$ cat src/rtl/ccdgm_pkg.sv
// Shared types and constants for the CCD line gap measure unit.
// No dependencies; used by ccdgm_div and ccd_line_gap_measure_unit.
package ccdgm_pkg;

  // Signed pixel index wide enough for every search and window position
  localparam int unsigned IDX_W = 14;
  typedef logic signed [IDX_W-1:0] idx_t;

  // Divider widths: smoothing sum plus rounding term, normalizing divisor
  localparam int unsigned DVD_W = 20;
  localparam int unsigned DVS_W = 12;

  // Configuration register indexes
  localparam logic [2:0] CFG_THRESHOLD = 3'd0;
  localparam logic [2:0] CFG_CALIB     = 3'd1;
  localparam logic [2:0] CFG_W_LOW     = 3'd2;
  localparam logic [2:0] CFG_W_HIGH    = 3'd3;
  localparam logic [2:0] CFG_NORM      = 3'd4;

  // Result status codes
  localparam logic [1:0] ST_FOUND     = 2'd0;
  localparam logic [1:0] ST_NO_MAGNET = 2'd1;
  localparam logic [1:0] ST_NO_BALL   = 2'd2;

  // Search geometry
  localparam idx_t HALF_WIN   = 14'sd20;   // window reaches 20 pixels below the hit and 21 above
  localparam idx_t WIN_TAP0   = 14'sd27;   // first tap of first window entry: 20 + 7
  localparam idx_t TAP_REWIND = 14'sd13;   // back from last tap to next entry's first
  localparam idx_t FIR_HALF   = 14'sd7;
  localparam idx_t BALL_STEP  = 14'sd50;
  localparam idx_t BALL_LOW   = 14'sd28;   // lowest index the ball search visits
  localparam idx_t BALL_TAIL  = 14'sd78;   // below this a miss scans the line head
  localparam idx_t BALL_HEAD  = 14'sd77;
  localparam logic [5:0] WIN_LAST = 6'd41; // 42 smoothed entries
  localparam logic [3:0] TAP_LAST = 4'd14; // 15 taps

  typedef struct packed {
    logic [7:0] pixel;
    logic       line_end;
  } ccdgm_in_t;

  typedef struct packed {
    logic signed [15:0] gap_um;
    logic [1:0]         status;
  } ccdgm_out_t;

endpackage

$ cat src/rtl/ccdgm_div.sv
// Restoring unsigned divider, one quotient bit per cycle.
// Depends on ccdgm_pkg for operand widths.
module ccdgm_div
  import ccdgm_pkg::*;
(
  input  logic             clk_i,
  input  logic             rst_ni,
  input  logic             start_i,
  input  logic [DVD_W-1:0] dividend_i,
  input  logic [DVS_W-1:0] divisor_i,
  output logic             done_o,
  output logic [DVD_W-1:0] quot_o
);

  localparam int unsigned CW = $clog2(DVD_W);

  logic [DVD_W-1:0] quo_q;
  logic [DVS_W-1:0] rem_q, dvs_q;
  logic [CW-1:0]    cnt_q;
  logic             run_q, done_q;
  logic [DVS_W:0]   trial, diff;
  logic             ge;

  // Shift in the next dividend bit and try to subtract
  assign trial = {rem_q, quo_q[DVD_W-1]};
  assign diff  = trial - {1'b0, dvs_q};
  assign ge    = (trial >= {1'b0, dvs_q});

  always_ff @(posedge clk_i or negedge rst_ni) begin
    if (!rst_ni) begin
      run_q  <= 1'b0;
      done_q <= 1'b0;
      cnt_q  <= '0;
      quo_q  <= '0;
      rem_q  <= '0;
      dvs_q  <= '0;
    end else begin
      done_q <= 1'b0;
      if (start_i) begin
        quo_q <= dividend_i;
        rem_q <= '0;
        dvs_q <= divisor_i;
        cnt_q <= CW'(DVD_W - 1);
        run_q <= 1'b1;
      end else if (run_q) begin
        rem_q <= ge ? diff[DVS_W-1:0] : trial[DVS_W-1:0];
        quo_q <= {quo_q[DVD_W-2:0], ge};
        if (cnt_q == '0) begin
          run_q  <= 1'b0;
          done_q <= 1'b1;
        end else begin
          cnt_q <= cnt_q - 1'b1;
        end
      end
    end
  end

  assign done_o = done_q;
  assign quot_o = quo_q;

endmodule

$ cat config.mk
export PLATFORM = sky130hd
export DESIGN_NAME = ccdgm_div
export DESIGN_NICKNAME = d
export VERILOG_FILES = /design/src/rtl/ccdgm_pkg.sv /design/src/rtl/ccdgm_div.sv
export SDC_FILE = /design/constraint.sdc
export NUM_CORES = 1
export LEC_CHECK = 0
export BUFFER_PORTS_ARGS = -buffer_cell sky130_fd_sc_hd__buf_4
export CORE_MARGIN = 4
export CORE_UTILIZATION = 40
export CTS_BUF_LIST = sky130_fd_sc_hd__clkbuf_8 sky130_fd_sc_hd__clkbuf_16
export DETAILED_ROUTE_END_ITERATION = 6
export HOLD_SLACK_MARGIN = 0.15
export PLACE_DENSITY_LB_ADDON = 0.12
export RECOVER_POWER = 100
export SLEW_MARGIN = 20
export SYNTH_ARGS = -nofsm -noshare
export SYNTH_HDL_FRONTEND = slang
export SYNTH_SLANG_ARGS = --single-unit
$ cat constraint.sdc
create_clock -name clk_i -period 2.35 [get_ports clk_i]
set_input_delay 0.235 -clock clk_i [delete_from_list [all_inputs] [get_ports clk_i]]
set_output_delay 0.235 -clock clk_i [all_outputs]
set_load 0.01 [all_outputs]
# Word level (Yosys, flattened, before mapping)
# Cells that the tools add are included.
dict set report word_totals {
  register_bits 51
  in_bits 35
  word_cells 27
}
dict set report classes {
  addsub 2
  n_lt_le_gt_ge 1
  eq_ne 1
  n_mux 14
  reduce_logical 3
}
# op n
set ops {}
lappend ops {{20-bit two-way mux} 2}
lappend ops {{12-bit two-way mux} 3}
lappend ops {{5-bit two-way mux} 3}
lappend ops {{13-bit by 12-bit >= comparator with 1-bit output} 1}
lappend ops {{12-bit subtractor} 1}
lappend ops {{1-bit two-way mux} 6}
lappend ops {{5-bit logical NOT} 1}
lappend ops {{5-bit by 1-bit subtractor with 5-bit output (second input constant)} 1}
lappend ops {{2-bit != test (second input constant)} 1}
lappend ops {{2-bit AND reduction} 1}
lappend ops {{2-bit nonzero test} 1}

# Longest topological paths before layout
dict set report logic_depth {
  word_depth 4
  mapped_depth 10
}

# Least setup slack after synthesis
# No wires, ideal clock.
dict set report synth_timing {
  path_kind {reg2reg}
  from {register quo_q[19], in the netlist quot_o[19]}
  to {register rem_q[10]}
  setup_ns 0.099
  t_arrival_ns 2.169
  t_required_ns 2.251
  path_slack_ns 0.082
  stages_incl_launch_ff 10
  synth_period_minus_slack_ns 2.268
  path_cell_list {dfrtp_1 > inv_1 > ha_1 > fa_1 > nor2b_1 > o31a_1 > o21bai_1 > a22o_1 > a311o_2 > a311oi_1}
}
dict set report synth_via {
  elab_chain_len 4
}
# element line_no
set synth_lines {}
lappend synth_lines {{start: declaration} ccdgm_div.sv:17} ;# logic [DVD_W-1:0] quo_q;
lappend synth_lines {{start signal: assignment} ccdgm_div.sv:40} ;# quo_q <= dividend_i;
lappend synth_lines {{start signal: assignment} ccdgm_div.sv:47} ;# quo_q <= {quo_q[DVD_W-2:0], ge};
lappend synth_lines {{12-bit subtractor / 13-bit by 12-bit >= comparator with 1-bit output (equally long branches)} {ccdgm_div.sv:26, ccdgm_div.sv:27}}
lappend synth_lines {{12-bit two-way mux *} ccdgm_div.sv:46} ;# rem_q <= ge ? diff[DVS_W-1:0] : trial[DVS_W-1:0];
lappend synth_lines {{12-bit two-way mux *} ccdgm_div.sv:45} ;# end else if (run_q) begin
lappend synth_lines {{12-bit two-way mux *} ccdgm_div.sv:39} ;# if (start_i) begin
lappend synth_lines {{end signal: assignment} ccdgm_div.sv:46}
lappend synth_lines {{end: declaration} ccdgm_div.sv:18} ;# logic [DVS_W-1:0] rem_q, dvs_q;
# Every way passes the cells marked *; elsewhere a longest branch is shown, timed or not. The select of a mux whose other input is x is not followed.
# A chain may end at the register's enable or synchronous reset.

# Final worst setup path
dict set report layout_timing {
  from {register rem_q[7]}
  to {register rem_q[6]}
}
dict set report layout_via {
  elab_chain_len 4
}
# element line_no
set layout_lines {}
lappend layout_lines {{13-bit by 12-bit >= comparator with 1-bit output} ccdgm_div.sv:27} ;# assign ge = (trial >= {1'b0, dvs_q});
lappend layout_lines {{12-bit two-way mux} ccdgm_div.sv:46}
lappend layout_lines {{12-bit two-way mux} ccdgm_div.sv:45}
lappend layout_lines {{12-bit two-way mux} ccdgm_div.sv:39}
# No other way between the ends. The select of a mux whose other input is x is not followed.

==> results.yml <==
place:
  gp_congestion: 0.858
  place.port_buffers: 55
  pre_cts_ws_ps: 44.7
  dpl.hpwl_microns: 4640
setup_path:
  r2r_start: "rem_q[7]"
  start_kind: "flop"
  worstPathRequired_ps: 2540
  crit_type: "flop to flop"
  crit_arrival_ps: 2430
  end_kind: "flop"
  worstPathMaxFanout: 8
  worstSetupStartpoint: "rem_q[7]"
detailed_routing:
  viasPerCell: 4.98
  routedWlPerCell_microns: 13.8
  dr.pass1.iters: 4
  vias: 2463
  initialDrtViolationCount: 149
  routed_wl_microns: 6810
  antenna_left: 0
  drc: 0
clocking:
  clockBufferDepth: 2
  tritoncts: "done"
  clk_pin_slew_ps: 90
  cts.sinks: 51
  htreeDepth: 2
  ctsRootBufferMaster: "clkbuf_8"
  clk_latency_ps: 300
  cts_buffers: 5
global_routing:
  grt_pass1_wl_microns: 11700
  grt_pass1_vias: 2470
  grt-ovfl-total: 0
  track_usage: 0.164
  grt_max_degree: 63
  antenna_found_initial: 0
timing:
  period_share: 0.953
  rsz0062_at_grt: "true"
  slew_violations: 0
  setup_viol: 0
  min_period_ps: 2240
  relSlewSlack: 0.165
  finClkSkew_ps: 5.28
  hold_slack_ps: 157
  setup_ws_ps: 110
  fmax_mhz: 446
  finalHoldViolCount: 0
  worstMarginPinSlew_ps: 1250
worst_hold_path:
  holdCritPathClass: "primary input to flop"
  holdCritStartpoint: "divisor_i[1]"
logic_synthesis:
  syn_nets: 360
  ys_ff_latch: 51
  synth_edf_count: 0
  synthCells: 310
  synth_warnings: 0
  ys.flop_type: "dfrtp_1"
  syn_area_per_cell_sq_um: 9.44
  yosysSeqAreaShare: 0.436
  async_flop_share: 1.00
  synth_area_sq_um: 2930
  ys_types: 49
power:
  pwr-share-seq: 0.364
  intPower_mw: 1.93
  clkPwrFrac: 0.162
  power.net_switching_mw: 1.10
  switching_share: 0.364
  leakage_nw: 1.91
  power_mw: 3.03
  power_density_nw_per_um2: 788
  comb_power_share: 0.474
  ir_drop_v: 0.000307
job:
  maxCapViolCount: 0
cells_and_area:
  antennaDiodeCount: 0
  layout_common_cells: "50 x dfrtp_1, 42 x nand2_1, 38 x o21ai_0, 35 x buf_4, 29 x dlygate4sd3_1"
  area_growth_pct: 31.4
  finish.utilization: 0.554
  drive_above_1_share: 0.198
  nets: 448
  nFillCells: 659
  final_common_cell: "dfrtp_1"
floorplan:
  die_w_microns: 93.6
  die_area_sq_um: 8750
  io_pins: 56
  die_h_microns: 93.6
  start_util: 0.422
  fp-row-count: 30
  core_sq_um: 6940
run_status:
  status: "completed"
sequential cells by signal, indices dropped and copies added (netlist names):
signal,flops
done_o,1
dvs_q,12
cnt_q,5
rem_q,12
quot_o,20
run_q,1
power groups by stage:
stage	clock, mW	sequential, mW	combinational [mW]
after floorplan	0	1.11	0.916
after global placement	0	1.11	1.29
after detailed placement	0	1.12	1.30
after CTS	0.523	1.10	1.35
after global routing	0.565	1.12	1.59
final	0.492	1.10	1.44
stage by stage:
| stage | TNS, ps | area [sq um] | cells |
|---|---|---|---|
| 2_1_floorplan | 0 | 2930 | 310 |
| 4_1_cts | 0 | 3850 | 493 |
| 5_1_grt | -31.5 | 3850 | 495 |
| 6_report | 0 | 3850 | 495 |
| 3_5_place_dp | 0 | 3470 | 456 |
| 3_3_place_gp | 0 | 3470 | 456 |
area by class of cell:
| cell class | instances | area [sq um] | share of cell area |
|---|---|---|---|
| multi-input combinational | 222 | 1560 | 0.404 |
| sequential | 51 | 1280 | 0.332 |
| timing repair buffer | 99 | 739 | 0.192 |
| tap | 96 | 120 | 0.0312 |
| inverter | 19 | 71.3 | 0.0185 |
| clock buffer | 5 | 68.8 | 0.0179 |
| clock inverter | 3 | 15.0 | 0.00390 |
cells by family (layout without fill, tap and decap cells):
logic type | count (synthesis) | after routing | synth area share
compound gates | 83 | 83 | 0.188
xor+xnor | 10 | 10 | 0.0299
fa+ha+maj | 15 | 15 | 0.0667
buf+inv | 37 | 126 | 0.0538
flops | 51 | 51 | 0.436
mux | 23 | 23 | 0.0791
simple gates | 91 | 91 | 0.146
Yosys cell counts, types with 2 or more instances:
library cell  number  area, sq um
buf_2              3         15.0
a311oi_1           5         43.8
o21a_1             3         22.5
a22o_1             2         17.5
nor2b_1            3         18.8
xnor2_1            9         78.8
o31ai_1            2         15.0
a21oi_1            7         35.0
mux2i_1           22          220
a31oi_1            2         12.5
buf_6              2         22.5
nor2_1            22         82.6
inv_1             19         71.3
clkbuf_1          12         45.0
a211oi_1           6         45.0
o41ai_1            2         17.5
ha_1              14          175
nor4_1             2         12.5
nor3_1             4         20.0
o21ai_0           38          190
nand2b_1           9         56.3
o31a_1             3         26.3
nand2_1           42          158
dfrtp_1           51         1280
a21o_1             2         15.0
critical path, cell delays in order (launching register included):
cell      delay, ps
dfrtp_1         440
ha_4            270
and2_2          230
a2111o_1        470
nand3_2         110
nor2b_4         260
buf_6           140
a311oi_1         80
o31a_1          140
repair_timing:
item | 4_1_cts | 5_1_grt
endpoints found under the hold margin | 79 | 0
setup buffers | 0 | 2
endpoints found under the setup margin | 0 | 8
resized for setup | 0 | 14
hold buffers | 29 | 0
worst paths after layout:
path / to / slack (ps) / cells after the start
worst max register to register: rem_q[6] / 110 / 8
max in group asynchronous: run_q / 770 / 2
min in group asynchronous: cnt_q[3] / 730 / 2
worst min-delay path: dvs_q[1] / 160 / 3
worst max-delay path: rem_q[6] / 110 / 8
worst min register to register: dvs_q[0] / 530 / 1
layer usage:
metal	GRT usage	up-vias	share of wire
li1	-	1259	-
met1	0.238	1158	0.50
met2	0.254	40	0.45
met3	0.0290	6	0.035
met4	0.0421	0	0.0097
met5	0	-	0
No activity file was read; power rests on OpenSTA's default activity.
